### src/hw/rtl/tsd_pkg.sv
// ----------------------------------------------------------------------------
// Throughput stall detector package
// Shared types, widths, action codes and reset values.
// ----------------------------------------------------------------------------
`default_nettype none

package tsd_pkg;

  // Default buffer size in bytes used for the stall threshold
  localparam int BUFFER_BYTES_DEF = 262144;

  // Field widths
  localparam int ACT_W   = 2;
  localparam int BYTES_W = 32;
  localparam int RATE_W  = 32;
  localparam int MS_W    = 32;
  localparam int TOTAL_W = 48;
  localparam int MULT_W  = 8;
  localparam int MINS_W  = 16;
  localparam int CFG_IDX_W  = 2;
  localparam int CFG_DATA_W = 32;

  // Shared divider widths: bytes*1000 needs 42 bits
  localparam int DVD_W = 42;
  localparam int DVS_W = 32;

  // Actions
  localparam logic [ACT_W-1:0] ACT_START    = 2'd0;
  localparam logic [ACT_W-1:0] ACT_PROGRESS = 2'd1;
  localparam logic [ACT_W-1:0] ACT_TICK     = 2'd2;
  localparam logic [ACT_W-1:0] ACT_STOP     = 2'd3;

  // Register indexes
  localparam logic [CFG_IDX_W-1:0] CFG_MIN_RATE = 2'd0;
  localparam logic [CFG_IDX_W-1:0] CFG_MULT     = 2'd1;
  localparam logic [CFG_IDX_W-1:0] CFG_MIN_SEC  = 2'd2;

  // Register reset values
  localparam logic [RATE_W-1:0] MIN_RATE_RST = 32'd1024;
  localparam logic [MULT_W-1:0] MULT_RST     = 8'd48;
  localparam logic [MINS_W-1:0] MIN_SEC_RST  = 16'd5;

  // Command item
  typedef struct packed {
    logic [ACT_W-1:0]   action;
    logic [BYTES_W-1:0] bytes_reported;
  } cmd_t;

  // Result item
  typedef struct packed {
    logic               stalled;
    logic [RATE_W-1:0]  smoothed_rate;
    logic [TOTAL_W-1:0] bytes_total;
  } res_t;

  // Threshold compare flags
  typedef struct packed {
    logic rate_over;
    logic time_over;
  } flags_t;

endpackage

`default_nettype wire

### src/hw/rtl/tsd_thresh.sv
// ----------------------------------------------------------------------------
// Stall threshold unit
// Registers elapsed*rate and the limits, then compares in the next cycle.
// ----------------------------------------------------------------------------
`default_nettype none

module tsd_thresh #(
  parameter int BUFFER_BYTES = tsd_pkg::BUFFER_BYTES_DEF
) (
  input  wire logic                        clk,
  input  wire logic                        load,
  input  wire logic [tsd_pkg::MS_W-1:0]    ms,
  input  wire logic [tsd_pkg::RATE_W-1:0]  eff_rate,
  input  wire logic [tsd_pkg::MULT_W-1:0]  mult,
  input  wire logic [tsd_pkg::MINS_W-1:0]  min_sec,
  output tsd_pkg::flags_t                  flags
);

  localparam int PROD_W = tsd_pkg::MS_W + tsd_pkg::RATE_W;
  localparam logic [63:0] SCALE = 64'(BUFFER_BYTES) * 64'd1000;
  localparam int SCALE_W = $clog2(SCALE + 64'd1);
  localparam int LIM_W   = SCALE_W + tsd_pkg::MULT_W;
  localparam int MINMS_W = tsd_pkg::MINS_W + 10;

  logic [PROD_W-1:0]  prod;
  logic [LIM_W-1:0]   limit_full;
  logic [LIM_W-5:0]   limit;
  logic               time_over;
  logic [MINMS_W-1:0] min_ms;
  logic [LIM_W-1:0]   limit_calc;

  // Buffer*1000*mult, divided by 16 below
  always_comb begin
    limit_calc = {{tsd_pkg::MULT_W{1'b0}}, SCALE[SCALE_W-1:0]}
               * {{SCALE_W{1'b0}}, mult};
    min_ms     = MINMS_W'(min_sec) * MINMS_W'(1000);
  end

  // Stage register: product and limits
  always_ff @(posedge clk) begin
    if (load) begin
      prod       <= PROD_W'(ms) * PROD_W'(eff_rate);
      limit_full <= limit_calc;
      time_over  <= (ms > tsd_pkg::MS_W'(min_ms));
    end
  end

  assign limit = limit_full[LIM_W-1:4];

  // Compare against the rate based limit
  always_comb begin
    flags.rate_over = (prod > PROD_W'(limit));
    flags.time_over = time_over;
  end

endmodule

`default_nettype wire
### config.mk
export PLATFORM = sky130hd
export DESIGN_NAME = tsd_thresh
export DESIGN_NICKNAME = d
export VERILOG_FILES = /design/src/hw/rtl/tsd_pkg.sv /design/src/hw/rtl/tsd_thresh.sv
export SDC_FILE = /design/constraint.sdc
export NUM_CORES = 2
export LEC_CHECK = 0
export BUFFER_PORTS_ARGS = -buffer_cell sky130_fd_sc_hd__buf_2
export CORE_ASPECT_RATIO = 0.6
export CORE_UTILIZATION = 60
export DETAILED_ROUTE_END_ITERATION = 8
export HOLD_SLACK_MARGIN = 0.08
export PLACE_DENSITY = 0.82
export SLEW_MARGIN = 20
export SYNTH_ARGS = -nofsm -noshare
export SYNTH_HDL_FRONTEND = slang
export SYNTH_SLANG_ARGS = --single-unit
### constraint.sdc
create_clock -name clk -period 9.5 [get_ports clk]
set_input_delay 1.425 -clock clk [delete_from_list [all_inputs] [get_ports clk]]
set_output_delay 1.425 -clock clk [all_outputs]
set_load 0.02 [all_outputs]
---- Word-level counts from Yosys, hierarchy flattened ----
Index checks and enable logic that the tools add are counted.
storage, ports and cells
  bits of input ports ..................... 90
  flip-flop bits (word level) ............. 80
  output and inout bits ................... 2
  logic and storage cells ................. 8
operators by class
  $mul .................................... 3
  magnitude comparators ................... 2
operators by type and width
  kind                   number
  $gt 64x32->1           1
  $mul 32x32->64         1
  $gt 32x26->1           1
  $mul 16x7->23 const B  1
  $mul 7x8->15 const A   1

---- Logic depth before layout (Yosys ltp) ----
  word-level depth ........................ 2
  gate-level depth with buffers ........... 28
  gate-level depth less buffers ........... 26

---- Worst setup path after synthesis ----
No wires, ideal clock.
  path kind ............................... input to register
  start ................................... input eff_rate[2] (netlist bit)
  end ..................................... register prod[60], data pin
  setup time .............................. 272 ps
  data required time ...................... 9228 ps
  arrival time ............................ 8151 ps
  slack ................................... 1077 ps
  path buffers ............................ 1
  cell stages on the path ................. 25
  cells stage by stage .................... clkbuf_1 -> and2_1 -> fa_1 -> inv_1 -> fa_1 -> fa_1 -> fa_1 -> inv_1 -> fa_1 -> inv_1 -> fa_1 -> inv_1 -> fa_1 -> fa_1 -> ha_1 -> nand4_1 -> nor3_2 -> inv_1 -> o21ai_2 -> o2111ai_1 -> a211o_1 -> o41a_4 -> a31o_2 -> or4b_1 -> o211ai_1
on the way
  word-level cells in the longest chain between the ends .. 1
RTL lines
  item                    line              text
  start: declaration      tsd_thresh.sv:13  input wire logic [tsd_pkg::RATE_W-1:0] eff_rate,
  $mul 32x32->64          tsd_thresh.sv:42  prod <= PROD_W'(ms) * PROD_W'(eff_rate);
  end signal: assignment  tsd_thresh.sv:42
  end: declaration        tsd_thresh.sv:25  logic [PROD_W-1:0] prod;
No other way between the ends.
A chain may end at the register's enable or synchronous reset.

---- Worst setup path in the final report ----
  start ................................... input eff_rate[9] (netlist bit)
  end ..................................... register prod[61], data pin
Same word-level chain as after synthesis.

==> flow_metrics.tcl <==
set metrics [dict create \
    syn_inst 4260 \
    postCtsResizedCells 0 \
    track_usage 0.3086 \
    clock_path_buffers 2 \
    synthMuxAreaShare 0.0005279 \
    synth_top_area_frac 0.4829 \
    port_buffers 91 \
    remaining_drc_errors 0 \
    path_class "in -> reg" \
    grt_pass1_wl_um 164200 \
    cts.sinks 80 \
    postLayoutCellArea_mm2 0.04191 \
    status "completed" \
    cp-endpoint "prod[61]" \
    yosysTopAreaCell "fa_1" \
    coreArea_mm2 0.06631 \
    whs_ns 1.381 \
    ios 92 \
    root_buffer "clkbuf_16" \
    async_flop_share 0 \
    cts_buffers 9 \
    syn_nets 5712 \
    die_h_um 202.7 \
    ys_types 61 \
    cts_setup_buffers 0 \
    routabilityCongestion 0.9450 \
    fin_crit_ns 9.038 \
    rsz0062_at_grt "no" \
    drt-wirelength-per-cell_um 19.35 \
    drt-vias-per-instance 5.598 \
    synth_commonest_cells "inv_1 (1000), fa_1 (972), and2_1 (602)" \
    drt_iter0_markers 2444 \
    synth-edff-count 80 \
    nets 5672 \
    dp_hpwl_um 84360 \
    antenna_found_initial 7 \
    grt_overflow 0 \
    ys_warn_count 0 \
    synth_seq_cells 80 \
    syn-mean-instance-area_um2 9.459 \
    grt_pass1_vias 31020 \
    critPathCaptureType "flop" \
    ys_top_cells_by_area "fa_1 (48%), ha_1 (12%), and2_1 (9.3%)" \
    synth_fa_ha_area_frac 0.6040 \
    synth_compound_area_frac 0.04406 \
    hold_buffers 0 \
    holdPathStages 1 \
    yosysMostFrequentCell "inv_1" \
    min_path_type "in -> reg" \
    nFillCells 5332 \
    maxSlewHeadroom 0.2388 \
    drive_above_1_share 0.04260 \
    wirelength_um 99230 \
    grt_start_max_net_pins 81 \
    slew_violations 0 \
    rows 73 \
    synth_top_family_by_area "adder cells" \
    path_max_fanout 32 \
    hold_viol_final 0 \
    worst_slew_pin_slew_ns 1.131 \
    synthFlopType "edfxtp_1" \
    place_area_mm2 0.04158 \
    die_w_um 336.6 \
    start_util 0.6076 \
    pre_cts_ws_ns 0.2632 \
    worstSetupStartpoint "eff_rate[9]" \
    start_kind "input port" \
    max_freq_mhz 110.6 \
    fin_tns_setup_ns 0 \
    synth_area_mm2 0.04029 \
    synthToLayoutAreaGrowth_pct 4.012 \
    num_vias 28710 \
    drt_first_pass_iters 5 \
    cap_viol_max_count 0 \
    finalCritPeriodShare 0.9514 \
    critPathRequiredTime_ns 9.59 \
    clk_pin_slew_ns 0.06 \
    dieArea_mm2 0.06823 \
    htree_levels 3 \
    ys_seq_area_frac 0.05962 \
    yosys.area_share.xor_xnor 0.02000 \
    layout_setup_ws_ns 0.4618 \
    yosys.area_share.simple 0.1592 \
    worstPathArrival_ns 9.12 \
    setup_violations 0 \
    cts_tree "yes" \
    antenna_left 0 \
]
## metrics by stage
step / cells / util
floorplan: 4260 / -
global placement: 5109 / 0.6271
detailed placement: 5109 / 0.6271
CTS: 5125 / 0.6319
global route: 5128 / 0.6320
finish: 5128 / 0.6320
## metal layers
layer,vias up,global-route usage,share of wire
met5,-,0,0.00038
li1,12490,-,-
met1,14530,0.4467,0.41
met4,6,0.07338,0.026
met2,1488,0.4672,0.45
met3,197,0.08004,0.11
## cell type report
class                      instances  area [um2]  share of cell area
clock buffer                      10       229.0            0.005463
inverter                        1000        3754             0.08956
timing repair buffer             156       945.9             0.02257
antenna                            3       7.507           0.0001791
tap                              900        1126             0.02687
clock inverter                     6       91.34            0.002179
sequential                        80        2402             0.05732
multi-input combinational       2973       33350              0.7959
## how the worst min path moves through the flow
stage / from / to / slack [ns]
final: mult[0] / limit_full[21] / 1.38
after CTS: mult[0] / limit_full[21] / 1.37
after floorplan: mult[0] / limit_full[21] / 1.52
after global routing: mult[0] / limit_full[21] / 1.39
after detailed placement: mult[0] / limit_full[21] / 1.73
after global placement: mult[0] / limit_full[21] / 1.73
## cells in the final DEF (no fill, tap or decap), types with 15 or more instances in the layout
cell,instances
a21o_1,46
a21oi_1,91
and2_1,602
buf_2,90
buf_4,66
edfxtp_1,80
fa_1,972
ha_1,390
inv_1,1000
nand2_1,481
nand4_1,22
nor2_1,55
o21ai_0,45
o21bai_1,15
xnor2_1,60
xor2_1,32
## logic make-up (layout without fill, tap and decap cells)
family / Yosys count / in the layout
AOI/OAI and AO/OA: 275 / 275
xor gates and xnor gates: 92 / 92
adders and majority gates: 1362 / 1362
buffers and inverters: 1207 / 1172
DFF: 80 / 80
muxes: 2 / 2
other: 0 / 3
and+or+nand+nor: 1242 / 1242
## worst max-delay path: stages
cell       delay [ns]
buf_2            0.53
and2_1           0.26
fa_1             0.46
fa_1             0.54
inv_1            0.05
fa_1             0.55
fa_1             0.47
fa_1             0.57
inv_1            0.06
fa_1             0.45
fa_1             0.53
fa_1             0.44
ha_1             0.38
a21oi_1          0.22
o21bai_1         0.14
a311oi_1         0.39
nor3_1           0.08
a2111oi_0        0.38
o21ai_1          0.33
o2bb2ai_1        0.27
a21oi_1          0.26
o21ai_0          0.15
xor2_1           0.15
## state kept, by name, summed over array words and instances (netlist names)
signal,count
time_over,1
limit_full,15
prod,64
Power is left out: the tool's default activity adds up to more than one toggle a clock period on the data nets, which glitch-free logic cannot reach.
