===== src/hw/rtl/tsd_pkg.sv =====
// ----------------------------------------------------------------------------
// Throughput stall detector package
// Shared types, widths, action codes and reset values.
// ----------------------------------------------------------------------------
`default_nettype none

package tsd_pkg;

  // Default buffer size in bytes used for the stall threshold
  localparam int BUFFER_BYTES_DEF = 262144;

  // Field widths
  localparam int ACT_W   = 2;
  localparam int BYTES_W = 32;
  localparam int RATE_W  = 32;
  localparam int MS_W    = 32;
  localparam int TOTAL_W = 48;
  localparam int MULT_W  = 8;
  localparam int MINS_W  = 16;
  localparam int CFG_IDX_W  = 2;
  localparam int CFG_DATA_W = 32;

  // Shared divider widths: bytes*1000 needs 42 bits
  localparam int DVD_W = 42;
  localparam int DVS_W = 32;

  // Actions
  localparam logic [ACT_W-1:0] ACT_START    = 2'd0;
  localparam logic [ACT_W-1:0] ACT_PROGRESS = 2'd1;
  localparam logic [ACT_W-1:0] ACT_TICK     = 2'd2;
  localparam logic [ACT_W-1:0] ACT_STOP     = 2'd3;

  // Register indexes
  localparam logic [CFG_IDX_W-1:0] CFG_MIN_RATE = 2'd0;
  localparam logic [CFG_IDX_W-1:0] CFG_MULT     = 2'd1;
  localparam logic [CFG_IDX_W-1:0] CFG_MIN_SEC  = 2'd2;

  // Register reset values
  localparam logic [RATE_W-1:0] MIN_RATE_RST = 32'd1024;
  localparam logic [MULT_W-1:0] MULT_RST     = 8'd48;
  localparam logic [MINS_W-1:0] MIN_SEC_RST  = 16'd5;

  // Command item
  typedef struct packed {
    logic [ACT_W-1:0]   action;
    logic [BYTES_W-1:0] bytes_reported;
  } cmd_t;

  // Result item
  typedef struct packed {
    logic               stalled;
    logic [RATE_W-1:0]  smoothed_rate;
    logic [TOTAL_W-1:0] bytes_total;
  } res_t;

  // Threshold compare flags
  typedef struct packed {
    logic rate_over;
    logic time_over;
  } flags_t;

endpackage

`default_nettype wire


===== src/hw/rtl/tsd_div.sv =====
// ----------------------------------------------------------------------------
// Serial divider
// Restoring unsigned divider, one quotient bit per cycle.
// ----------------------------------------------------------------------------
`default_nettype none

module tsd_div #(
  parameter int DVD_W = tsd_pkg::DVD_W,
  parameter int DVS_W = tsd_pkg::DVS_W
) (
  input  wire logic             clk,
  input  wire logic             rst,
  input  wire logic             start,
  input  wire logic [DVD_W-1:0] dividend,
  input  wire logic [DVS_W-1:0] divisor,
  output logic                  done,
  output logic [DVD_W-1:0]      quotient
);

  localparam int CNT_W = $clog2(DVD_W + 1);

  logic             busy;
  logic [CNT_W-1:0] count;
  logic [DVS_W-1:0] rem;
  logic [DVS_W-1:0] dvs;
  logic [DVD_W-1:0] quo;

  logic [DVS_W:0]   shifted;
  logic             ge;
  logic [DVS_W:0]   diff;

  // Trial subtract of the shifted partial remainder
  always_comb begin
    shifted = {rem, quo[DVD_W-1]};
    ge      = (shifted >= {1'b0, dvs});
    diff    = shifted - {1'b0, dvs};
  end

  // Control
  always_ff @(posedge clk) begin
    if (rst) begin
      busy  <= 1'b0;
      done  <= 1'b0;
      count <= '0;
    end else begin
      done <= 1'b0;
      if (start) begin
        busy  <= 1'b1;
        count <= CNT_W'(DVD_W);
      end else if (busy) begin
        count <= count - CNT_W'(1);
        if (count == CNT_W'(1)) begin
          busy <= 1'b0;
          done <= 1'b1;
        end
      end
    end
  end

  // Datapath
  always_ff @(posedge clk) begin
    if (start) begin
      rem <= '0;
      dvs <= divisor;
      quo <= dividend;
    end else if (busy) begin
      rem <= ge ? diff[DVS_W-1:0] : shifted[DVS_W-1:0];
      quo <= {quo[DVD_W-2:0], ge};
    end
  end

  assign quotient = quo;

endmodule

`default_nettype wire


===== config.mk =====
export PLATFORM = sky130hd
export DESIGN_NAME = tsd_div
export DESIGN_NICKNAME = d
export VERILOG_FILES = /design/src/hw/rtl/tsd_pkg.sv /design/src/hw/rtl/tsd_div.sv
export SDC_FILE = /design/constraint.sdc
export NUM_CORES = 1
export LEC_CHECK = 0
export ABC_CLOCK_PERIOD_IN_PS = 3100
export BUFFER_PORTS_ARGS = -buffer_cell sky130_fd_sc_hd__buf_4
export CAP_MARGIN = 20
export CORE_MARGIN = 3
export CORE_UTILIZATION = 42
export DETAILED_ROUTE_END_ITERATION = 7
export PLACE_DENSITY = 0.7
export SLEW_MARGIN = 20
export SYNTH_ARGS = -nofsm -noshare
export SYNTH_HDL_FRONTEND = slang
export SYNTH_SLANG_ARGS = --single-unit

===== constraint.sdc =====
create_clock -name clk -period 3.1 [get_ports clk]
set_input_delay 0.62 -clock clk [delete_from_list [all_inputs] [get_ports clk]]
set_output_delay 0.62 -clock clk [all_outputs]
set_load 0.01 [all_outputs]

# Word level (Yosys, flattened, before mapping)
# Cells that the tools add are included.
[op_classes] addsub=2 n_mul=0 n_div=0 magnitude_cmp=1 eq_ne=1 n_shift=0 n_mux=9 bitwise_logic=1 reduce_logical=3
[ops] operator="$mux 42" count=2
[ops] operator="$ge 33x32->1" count=1
[ops] operator="$mux 32" count=1
[ops] operator="$sub 32x32->32" count=1
[ops] operator="$mux 6" count=2
[ops] operator="$eq 6x1->1 const B" count=1
[ops] operator="$sub 6x1->6 const B" count=1
[ops] operator="$mux 1" count=4
[ops] operator="$reduce_or 3->1" count=1
[ops] operator="$reduce_bool 2->1" count=1
[ops] operator="$reduce_or 2->1" count=1
[ops] operator="$not 1->1" count=1
[totals] reg_bits=114 latch_bits=0 mem_bits_rw=0 romBits=0 in_bits=77 out_inout_bits=43 word_cells=24 memories=0

# Depth between registers and ports, before layout
# Gate-level depths: netlist of run 1.
[logic_depth] ltp_word=4 depth_mapped=13 mapped_depth_nobuf=12

# Worst setup path before layout of run 1
# OpenSTA, ideal clock, no wires.
[synth_path] kind="register -> register" startpoint="register dvs[18]" endpoint="register rem[6]" setup_time_ns=0.122 arrival_time_ns=2.546 t_required_ns=2.978 setup_slack_ns=0.432 path_stages_with_launch=13 path_buffers=2 synth_period_minus_slack_ns=2.668 cell_sequence="edfxtp_1 -> inv_1 -> ha_1 -> buf_2 -> a21o_1 -> a21oi_1 -> o21bai_1 -> a311o_1 -> o31ai_4 -> o21a_4 -> nor2_4 -> buf_6 -> a221o_1"
[synth_between] elab_chain_len=2
[synth_rtl] item="start, declared" line="tsd_div.sv:25" rtl="logic [DVS_W-1:0] dvs;"
[synth_rtl] item="start signal, assigned" line="tsd_div.sv:64" rtl="dvs <= divisor;"
[synth_rtl] item="$ge 33x32->1" line="tsd_div.sv:35" rtl="ge = (shifted >= {1'b0, dvs});"
[synth_rtl] item="$mux 32" line="tsd_div.sv:67" rtl="rem <= ge ? diff[DVS_W-1:0] : shifted[DVS_W-1:0];"
[synth_rtl] item="end signal, assigned" line="tsd_div.sv:67"
[synth_rtl] item="end, declared" line="tsd_div.sv:24" rtl="logic [DVS_W-1:0] rem;"
# Every way passes these cells.
# A chain may end at the register's enable or synchronous reset.

# Final worst setup path of run 1
[layout_path] startpoint="register dvs[6]" endpoint="register rem[2]"
# The elaborated chain is that of the path after synthesis.

==> summary by stage, run 1 <==
Worst hold path
The origin of the worst min-delay path is divisor[6]. For hold timing, the worst endpoint is dvs[6]$_DFFE_PP_. The worst hold path belongs to the class in -> reg. Counting instances, the worst hold path has a depth of 1.

Clock tree
TritonCTS built the clock tree. The total CTS buffers is 17. For this design, the CTS-stage hold fixing added 0 buffers. The clock passes through at most 2 buffers.

The root buffer cell is clkbuf_16. The number of sinks driven by the clock tree is 114. The worst-skew pair later-pin latency is 0.42 ns. The clock slew at the register clock pins of the worst setup and hold paths is 0.06 ns. The maximum level of the CTS H-tree is 4.

Synth
Sequential cells were found to cover 46.5% of the synthesized design area. In this run the cell area of the synthesized design comes to 0.00650 mm2. Yosys mapped a number of flops with a built-in enable equal to 74. The share of flip-flops with an asynchronous set or reset is 0%.

The net count of the mapped netlist is 742. The gate count of the mapped netlist is 630. The mean area per synthesized cell is 10.3 um2. The most instantiated flip-flop cell in the synthesis netlist is edfxtp_1. The number of warnings reported in the yosys synthesis log is 0.

In this run, distinct cell masters in the synthesized netlist total 65. The number of synthesized register bits is 114.

Setup path
The worst register-to-register path ends at rem[2]$_SDFFE_PP0P_. STA classifies the critical path endpoint as a flip-flop. The startpoint type of the worst setup path is a flip-flop. The critical path start-end classification is reg -> reg. The number of cells on the worst reg-to-reg path is 11. The source of the worst register-to-register timing path is dvs[6]$_DFFE_PP_. For the worst setup path, the data required time is 3.40 ns. The highest net fanout along the worst path is 19. The worst reg-to-reg setup slack is 0.12 ns. The arrival time of the worst setup path is 3.28 ns.

Power and ir drop
The leakage dissipation is 3.54 nW. Across the VDD grid, the largest voltage drop is 0.000379 V. Dividing total power by cell area gives a power density of 582 mW/mm2.

Timing
Headroom to the max-slew limit came out at 38.9%. The final hold violation count is 0. The post-route worst setup slack is 0.122 ns. Timing would allow up to 0.336 GHz. The total negative setup slack is 0 ns. The worst-case clock skew is 0.0154 ns.

At the pin with the least slew margin, the transition time is 0.917 ns. Setup repair after global routing left no endpoint under its margin. The final critical path takes up 96.1% of the cycle.

The number of max-slew violations in the final report is 0. The clock period could shrink to 2.98 ns. Setup violations remaining at the end of the flow were counted as 0.

Placed design
At the placement stage, the worst setup path has a slack of 0.0285 ns. In this run, placement finished with an instance count of 921. The global placer's final weighted congestion is 0.911. The count of input and output buffers is 119. The estimated wirelength of the detail-placed design is 11.6 mm.

Route
The detail route stage leaves a number of antenna-violating nets equal to 0. The count of vias placed by the detailed router is 5399. For this block, the initial DRC count from the detailed router was 452. Summed over all layers, the routed wires come to 16.7 mm.

Before antenna repair, the detailed router went through 5 iterations. Using the TritonRoute via totals, the vias-per-cell ratio works out to 5.65. The detail-routed net length per standard cell is 17.4 um.

The residual DRC count is 0.

Floorplan
The I/O pin count is 120. The area inside the core boundary is 0.0148 mm2. Measured along the x axis, the die boundary spans 130 um. After floorplanning, the core was divided into 44 placement rows. From bottom edge to top edge, the die measures 130 um.

The die covers 0.0170 mm2. Once the floorplan was initialized, standard cells occupied 43.9% of the core.

Global route
The first-pass GRT wire length is 27.1 mm. Summed over all layers, the global routing overflow is 0. The pin count of the biggest net entering global routing is 51. The number of global-route vias before repair came to 5554.

Global routing used 20.2% of the available tracks. The number of antenna violations at the first check in global routing is 0.

Cells and area
The repair_antennas step left the layout with diodes totalling 0. The signed area change from the synthesized netlist to the final layout is 27.8%. The final cell count without fillers is 956. The library cell used most frequently in the layout, excluding fill and tap cells, is buf_4.

For this run, the post-layout net count is 871. The share of cells above drive strength 1 is 29.5%. In the layout the commonest cells are 141 x buf_4, 74 x edfxtp_1, 44 x inv_1.

Run
Max-cap violations in this run came to 0.

Status
The flow ran to the end, and the final reports show no timing, DRC or antenna violations.
worst max path at each step:
| stage | slack [ns] | endpoint | start | depth (start not counted) |
|---|---|---|---|---|
| 2_1_floorplan | 0.43 | rem[6]$_SDFFE_PP0P_ | dvs[18]$_DFFE_PP_ | 12 |
| 3_3_place_gp | 0.07 | rem[28]$_SDFFE_PP0P_ | quotient[41]$_DFFE_PP_ | 12 |
| 3_5_place_dp | 0.03 | rem[28]$_SDFFE_PP0P_ | quotient[41]$_DFFE_PP_ | 12 |
| 4_1_cts | 0.007 | rem[28]$_SDFFE_PP0P_ | quotient[41]$_DFFE_PP_ | 12 |
| 5_1_grt | 0.007 | rem[2]$_SDFFE_PP0P_ | dvs[6]$_DFFE_PP_ | 11 |
| 6_report | 0.12 | rem[2]$_SDFFE_PP0P_ | dvs[6]$_DFFE_PP_ | 11 |
flip-flops by register name (all words and copies together) (netlist names):
register,flops
dvs,32
rem,32
done,1
busy,1
count,6
quotient,42
critical path: stages, from the launching register on:
cell and delay [ns]:
edfxtp_1 0.35, inv_1 0.07, ha_1 0.28, a211oi_1 0.25
nor2_1 0.12, o211a_1 0.23, a21oi_2 0.27, a21oi_4 0.13
o31ai_4 0.30, o21a_4 0.35, nor2_4 0.18, a221o_1 0.33
Yosys cell counts, types with 3 or more instances:
cell / number / area (um2)
nand2_1: 42 / 158
nor3_1: 16 / 80.1
clkbuf_1: 19 / 71.3
ha_1: 34 / 425
edfxtp_1: 74 / 2220
nor2_1: 39 / 146
nand4_1: 15 / 93.8
o21ai_0: 22 / 110
a21o_1: 18 / 135
a31oi_1: 6 / 37.5
inv_1: 44 / 165
o21a_1: 5 / 37.5
xor2_1: 6 / 52.6
a21oi_1: 34 / 170
o21bai_1: 3 / 22.5
xnor2_1: 19 / 166
and3_1: 8 / 50.1
or3_1: 6 / 37.5
a2111oi_0: 3 / 26.3
dfxtp_1: 40 / 801
mux2_2: 41 / 462
nand3_1: 22 / 110
a311oi_1: 13 / 114
o211ai_1: 6 / 45.0
o221ai_1: 3 / 26.3
and2_1: 4 / 25.0
buf_1: 5 / 18.8
a211oi_1: 8 / 60.1
a221o_1: 4 / 40.0
nor2b_1: 5 / 31.3
o21ai_1: 11 / 55.1
buf_2: 6 / 30.0
nor4_1: 5 / 31.3
nand2b_1: 5 / 31.3
report_power, final:
group          total [mW]  switching [mW]  internal, mW
clock                2.08           0.728          1.35
combinational       0.920           0.494         0.426
sequential           1.83          0.0704          1.76
total                4.83            1.29          3.54
routing by layer:
layer | part of all wire, % | vias up | global-route usage [%]
li1 | - | 2627 | -
met1 | 43 | 2533 | 25.3
met2 | 47 | 215 | 32.4
met3 | 8.5 | 24 | 6.71
met4 | 1.4 | 0 | 7.99
met5 | 0 | - | 0
logic make-up after synthesis:
group,share of synthesized area [%]
simple gates,13.0
fa+ha+maj,6.86
mux,7.26
buf+inv,4.68
flops,46.5
xor+xnor,3.37
compound gates,18.4
stage by stage:
stage          power, mW  hold slack (ns)  utilization, %  area, um2
3_3_place_gp        2.75            0.478            51.6       7640
5_1_grt             5.05            0.356            56.1       8310
4_1_cts             4.87            0.357            55.8       8270
6_report            4.83            0.374            56.1       8310
3_5_place_dp        2.76            0.484            51.6       7640
2_1_floorplan       2.42            0.454               -       6500
cell type report:
cell class	instances	area, um2
flip-flops and latches	114	3020
fillers	1271	6500
multi-input cells	440	3190
repair buffers	142	1070
clock inverters	15	205
clock buffers	17	425
inverters	44	165
well taps	184	230
repair_timing:
action / in CTS / in global routing
endpoints found under the hold margin: 0 / 0
resized for setup: 0 / 5
endpoints found under the setup margin: 0 / 13
setup buffers: 0 / 3
Power figures use the tool's default switching activity.
==> run 2, diff against run 1 <==
--- a/config.mk
+++ b/config.mk
@@ -11,7 +11,9 @@
 export CORE_MARGIN = 3
 export CORE_UTILIZATION = 42
 export DETAILED_ROUTE_END_ITERATION = 7
+export MAX_ROUTING_LAYER = met4
 export PLACE_DENSITY = 0.7
+export RECOVER_POWER = 25
 export SLEW_MARGIN = 20
 export SYNTH_ARGS = -nofsm -noshare
 export SYNTH_HDL_FRONTEND = slang
==> run 2 against run 1 <==
Against the previous run: routed wire length barely moved; die area did not move; utilization barely moved; cell count fell by 0.10%; worst setup slack improved by 0.012 ns; non-clock buffer count did not move.
==> summary by stage, run 2 (synthesis gave the netlist of run 1 again) <==
Power and ir drop
The analysis attributes to net switching a power of 1.28 mW. The power density normalized to cell area is 579 mW/mm2. Summed over all cells, the static leakage comes to 3.54 nW.

The worst-case IR drop observed on VDD is 0.000503 V. The share of total power dissipated in sequential elements is 38.1%. The share of total power dissipated in the clock network is 42.6%.

The fraction of power spent switching nets is 26.5%. Combinational logic is responsible for 19.3% of the overall power. The final total power is 4.81 mW. The internal power of the cells totals 3.53 mW.

Setup path
The startpoint type of the worst setup path is a flip-flop. The critical path is of the reg -> reg type. The critical path's top delay family is compound AO/OA/AOI/OAI gates. The highest net fanout along the worst path is 4.

The source of the worst register-to-register timing path is quotient[41]$_DFFE_PP_. The signal on the critical path passes through inv_1, ha_1, fa_1, nor2b_2, o31a_1, o21ai_1, and2_1, o211a_1, o41ai_4, xor2_1, nand3_1, o221ai_1. The number of buffer and inverter stages on the critical path is 1. The required arrival time at the worst endpoint is 3.42 ns.

The launching instance or port of the critical path is quotient[41]$_DFFE_PP_. The endpoint type of the worst setup path is a flip-flop. The largest single stage delay on the critical path is 0.40 ns. The largest individual stage delay along the critical path comes from the cell edfxtp_1. Data arrives at the worst endpoint at 3.29 ns.

Timing
After routing, the total negative slack on setup checks comes to 0 ns. Setup repair after global routing left no endpoint under its margin. The worst-case clock skew is 0.0142 ns.

The worst slew margin relative to its limit is 7.97%. Setup violations remaining at the end of the flow were counted as 0. The pin slew with the least headroom to its limit is 1.38 ns. Derived from the worst setup path, the maximum achievable clock frequency is 0.337 GHz. The final worst-path cycle share is 95.7%. The number of max-slew violations in the final report is 0.

After layout, the minimum clock period comes to 2.97 ns. The final hold violation count is 0.

Clock tree
The clock slew at the register clock pins of the worst setup and hold paths is 0.05 ns. The number of sinks driven by the clock tree is 114. The worst-skew pair later-pin latency is 0.41 ns. In this run the deepest clock path goes through 2 buffers. Buffers inserted to repair hold after CTS numbered 0. TritonCTS built the clock tree. The tree is rooted in a clkbuf_16.

The maximum level of the CTS H-tree is 4. The number of clock buffers added by TritonCTS is 17.

Route
For this block, the routed nets add up to 16.7 mm of wire. The detail-routed net length per standard cell is 17.4 um. For this run, the detailed router's first-pass iteration total came to 5.

Dividing the detail-routed via count by the number of cells gives 5.71. For this run, design rule violations remaining after detail routing come to 0. The detailed router placed 5451 vias in this run. In this run the remaining antenna-violating nets after routing total 0. The initial detailed-routing violation count is 469.

Floorplan
The die is 130 um wide. The die covers 0.0170 mm2. The number of placement rows is 44.

The I/O pin count is 120. The effective utilization at floorplan is 43.9%. The area inside the core boundary is 0.0148 mm2.

Measured along the y axis, the die boundary spans 130 um.

Cells and area
The repair_antennas step left the layout with diodes totalling 0. The area growth from synthesis to layout is 27.9%. The register with the most flip-flops in the layout has 42 of them. The final cell count without fillers is 955.

The finished cells cover 0.00831 mm2. The total number of nets in the final design is 871. Cells with a size suffix above 1 make up 29.6% of the layout. In the layout the commonest cells are 108 x buf_4, 74 x edfxtp_1, 44 x inv_1.

Leaving out fill and tap cells, the most frequent cell in the layout is buf_4.

Placed design
The count of buffers added on input and output ports is 119. The placed instance count is 921. Detailed placement finished with a half-perimeter wire length of 11.6 mm. The instance area after placement is 0.00765 mm2. The global placer's final weighted congestion is 0.924.

Global route
The number of global-route vias before repair is 5522. The pin count of the biggest net entering global routing is 55. The number of antenna violations at the first check in global routing is 0. Across every metal layer, demand over resource in global routing totals 20.6%. Summed over all layers, the global routing overflow is 0. The first global-routing pass estimated 26.7 mm of wire.

Run
Max-cap violations in this run came to 0.

Status
The flow ran to the end, and the final reports show no timing, DRC or antenna violations.

Worst hold path
The origin of the worst min-delay path is divisor[12]. The worst min-delay path class is in -> reg.
[run 2: final cells by class]
type,count,area [um2]
fillers,1294,6500
multi-input cells,440,3210
flip-flops and latches,114,3020
repair buffers,142,1070
clock buffers,19,433
well taps,184,230
clock inverters,12,184
inverters,44,165
[run 2: path summary, 6_finish.rpt]
path	depth (start not counted)	endpoint	slack (ns)
worst max-delay path	12	rem[24]$_SDFFE_PP0P_	0.13
worst min-delay path	1	dvs[12]$_DFFE_PP_	0.41
worst max register to register	12	rem[24]$_SDFFE_PP0P_	0.13
worst min register to register	2	rem[26]$_SDFFE_PP0P_	0.49
[run 2: metal layers]
layer	track usage, %	share of wire, %
met5	-	0
met4	7.62	2.1
met3	5.77	7.5
met2	31.9	47
met1	26.0	44
[run 2: stage by stage]
step,hold slack (ns),setup WS (ns),utilization [%]
after floorplan,0.454,0.432,-
after global placement,0.478,0.0656,51.7
after detailed placement,0.487,0.110,51.7
after CTS,0.367,0.0612,55.8
after global routing,0.383,0.0208,56.1
final,0.408,0.134,56.1
[run 2: repair_timing]
action                     4_1_cts  5_1_grt
buffers inserted                 0        3
resized for setup                0        8
setup endpoints to repair        0       15
[run 2: power by group through the flow]
stage / clock [mW] / combinational [mW] / sequential [mW]
2_1_floorplan: 0 / 0.547 / 1.87
3_3_place_gp: 0 / 0.892 / 1.86
3_5_place_dp: 0 / 0.910 / 1.86
4_1_cts: 2.09 / 0.915 / 1.83
5_1_grt: 2.16 / 1.01 / 1.85
6_report: 2.05 / 0.929 / 1.83
==> run 3, diff against run 2 <==
--- a/config.mk
+++ b/config.mk
@@ -6,13 +6,13 @@
 export NUM_CORES = 1
 export LEC_CHECK = 0
 export ABC_CLOCK_PERIOD_IN_PS = 3100
-export BUFFER_PORTS_ARGS = -buffer_cell sky130_fd_sc_hd__buf_4
 export CAP_MARGIN = 20
 export CORE_MARGIN = 3
 export CORE_UTILIZATION = 42
 export DETAILED_ROUTE_END_ITERATION = 7
+export DONT_BUFFER_PORTS = 1
 export MAX_ROUTING_LAYER = met4
-export PLACE_DENSITY = 0.7
+export PLACE_DENSITY = 0.63
 export RECOVER_POWER = 25
 export SLEW_MARGIN = 20
 export SYNTH_ARGS = -nofsm -noshare
==> run 3 against run 2 <==
Against the previous run: power decreased by 7.2%; via count decreased by 7.3%; register-to-register slack improved by 0.05 ns; clock power decreased by 9%; sequential power increased by 2%; worst setup slack improved by 0.049 ns; clock skew decreased by 0.0077 ns; routed wire length decreased by 4.1%; count of clock-buffer cells in the layout unchanged; critical endpoint is now rem[28]$_SDFFE_PP0P_; largest cell class unchanged.
==> summary by stage, run 3 (synthesis gave the netlist of run 1 again) <==
Route
Wires add up to 16.0 mm. After detailed routing, the number of remaining DRC violations is 0. In the routed layout, each cell is associated on average with a via count of 6.02. The detailed router finished its first iteration with 467 violations. Dividing the detail-routed wire length by the instance count gives 19.0 um.

The pre-antenna-repair detailed-routing pass consisted of 6 iterations. The count of antenna-violating nets left after detailed routing is 0. For this block, the via count after detailed routing is 5055.

Global route
The number of global-route vias before repair is 5080. The number of antenna violations at the first check in global routing came to 0. The first global-routing pass estimated 25.5 mm of wire. Across every metal layer, demand over resource in global routing totals 19.7%. The pin count of the biggest net entering global routing is 102.

The total congestion overflow after global routing is 0.

Setup path
For the worst setup path, the data required time is 3.41 ns. The critical path start-end classification is reg -> reg. In this design, the stage delay of the slowest critical-path cell is 0.40 ns. The library cell contributing the largest single delay on the critical path is ha_1.

The endpoint type of the worst setup path is a flip-flop. Data on the critical path arrives at its endpoint at 3.23 ns. STA classifies the critical path startpoint as a flip-flop. The highest net fanout along the worst path is 7.

Counting stages on the worst path, the most repeated cell is a21o_1. The signal on the critical path passes through ha_1, a21o_1, a21o_1, a2111oi_2, o32a_1, mux2i_1, o21ai_0, o41ai_2, nor3_1, nor4_1.

Cells and area
The commonest non-fill, non-tap cell in the layout is edfxtp_1. The total of fill cells in the finished design is 1323. The final layout contains 755 nets. The count of antenna diodes in the layout is 0. Compared with the post-synthesis result, the final layout area differs by 14.4%.

Cells with a size suffix above 1 make up 18.0% of the layout. The register with the most flip-flops in the layout has 42 of them. Summing all multi-input logic gate instances after layout gives 0.00325 mm2. In the layout the commonest cells are 74 x edfxtp_1, 44 x inv_1, 42 x nand2_1. The combined flip-flop and latch cell area is 0.00302 mm2.

Leaving out filler cells and counting taps, the final layout contains 840.

Timing
The final worst-path cycle share is 94.1%. The number of max-slew violations in the final report is 0. In this run the tightest slew margin relative to its limit is 45.4%. The pin slew with the least headroom to its limit is 0.818 ns. The final-report setup violation count is 0. The final hold violation count is 0. For the final routed database, the setup TNS stands at 0 ns.

Clock skew on the completed layout was measured at 0.00647 ns. Setup repair after global routing left no endpoint under its margin. The worst path in the final design needs a cycle of 2.92 ns, including I/O delays and setup. The timing-limited maximum frequency is 0.343 GHz.

Status
The flow ran to the end, and the final reports show no timing, DRC or antenna violations.

Placed design
Routability-driven placement finished with a final weighted congestion of 0.899. In this run, placement finished with an instance count of 802. During placement, the flow inserted port buffers numbering 0. The estimated wirelength of the detail-placed design is 10.7 mm.

Clock tree
The number of buffers on the longest clock path is 2. In this run the number of H-tree levels came out at 4. CTS placed an instance of clkbuf_16 at the clock tree root. In this run, CTS created clock tree buffers numbering 17. The number of sinks driven by the clock tree is 114. Clock latency on the worst-skew pair, taken at its later pin, is 0.41 ns. TritonCTS built the clock tree. The clock slew at the register clock pins of the worst setup and hold paths is 0.06 ns.

Floorplan
In this run the vertical extent of the chip is 130 um. The die boundary width is 130 um. The floorplan die area is 0.0170 mm2. The I/O pin count is 120. The area inside the core boundary is 0.0148 mm2. The number of placement rows is 44. The effective utilization at floorplan is 43.9%.

Power and ir drop
VDD sags by at most 0.000377 V. The analysis attributes to cell leakage a power of 2.95 nW. In this run the power density over the cells is 601 mW/mm2.

Worst hold path
The min-delay analysis places its worst path in the category in -> reg.

Run
Across the run, the number of max-cap violations was 0.
[run 3: power by group]
group / switching (mW) / total (mW) / internal [mW]
registers: 0.103 / 1.87 / 1.77
logic: 0.416 / 0.727 / 0.311
clock network: 0.691 / 1.87 / 1.18
[run 3: per-stage QoR]
step | hold slack [ns] | area, um2 | total power [mW] | setup WS [ns] | utilization, %
floorplan | 0.454 | 6500 | 2.42 | 0.432 | -
global placement | 0.475 | 6730 | 2.57 | 0.153 | 45.4
detailed placement | 0.480 | 6750 | 2.59 | 0.110 | 45.6
CTS | 0.259 | 7320 | 4.48 | 0.00518 | 49.5
global route | 0.258 | 7430 | 4.67 | 0.00952 | 50.2
finish | 0.277 | 7430 | 4.47 | 0.183 | 50.2
[run 3: repair_timing]
item | CTS | global route
endpoints found under the setup margin | 0 | 33
resized for setup | 0 | 12
setup buffers | 0 | 5
hold buffers | 0 | 0
[run 3: critical path: cells and delay by family (launching register included)]
kind | cells | cell delay, ns
compound gates | 6 | 1.54
flops | 1 | 0.33
mux | 1 | 0.20
simple gates | 2 | 0.35
fa+ha+maj | 1 | 0.40
[run 3: final cells by class]
type / instances / area share (%)
Inverter: 44 / 2.22
Sequential cell: 114 / 40.7
Multi-Input combinational cell: 441 / 43.7
Tap cell: 184 / 3.10
Timing Repair Buffer: 25 / 2.63
Clock buffer: 19 / 5.83
Clock inverter: 13 / 1.84
[run 3: layer usage]
metal / track usage [%] / wire [um]
met4: 7.02 / 314
met5: - / 0
met3: 5.77 / 1090
met1: 24.5 / 7040
met2: 30.7 / 7530
[run 3: worst paths after layout]
kind	slack [ns]	from	cells after the start	endpoint
worst max-delay path	0.18	rem[20]$_SDFFE_PP0P_	10	rem[28]$_SDFFE_PP0P_
worst min-delay path	0.28	rst	1	count[5]$_SDFFE_PP0P_
worst max register to register	0.18	rem[20]$_SDFFE_PP0P_	10	rem[28]$_SDFFE_PP0P_
worst min register to register	0.48	rem[26]$_SDFFE_PP0P_	2	rem[26]$_SDFFE_PP0P_
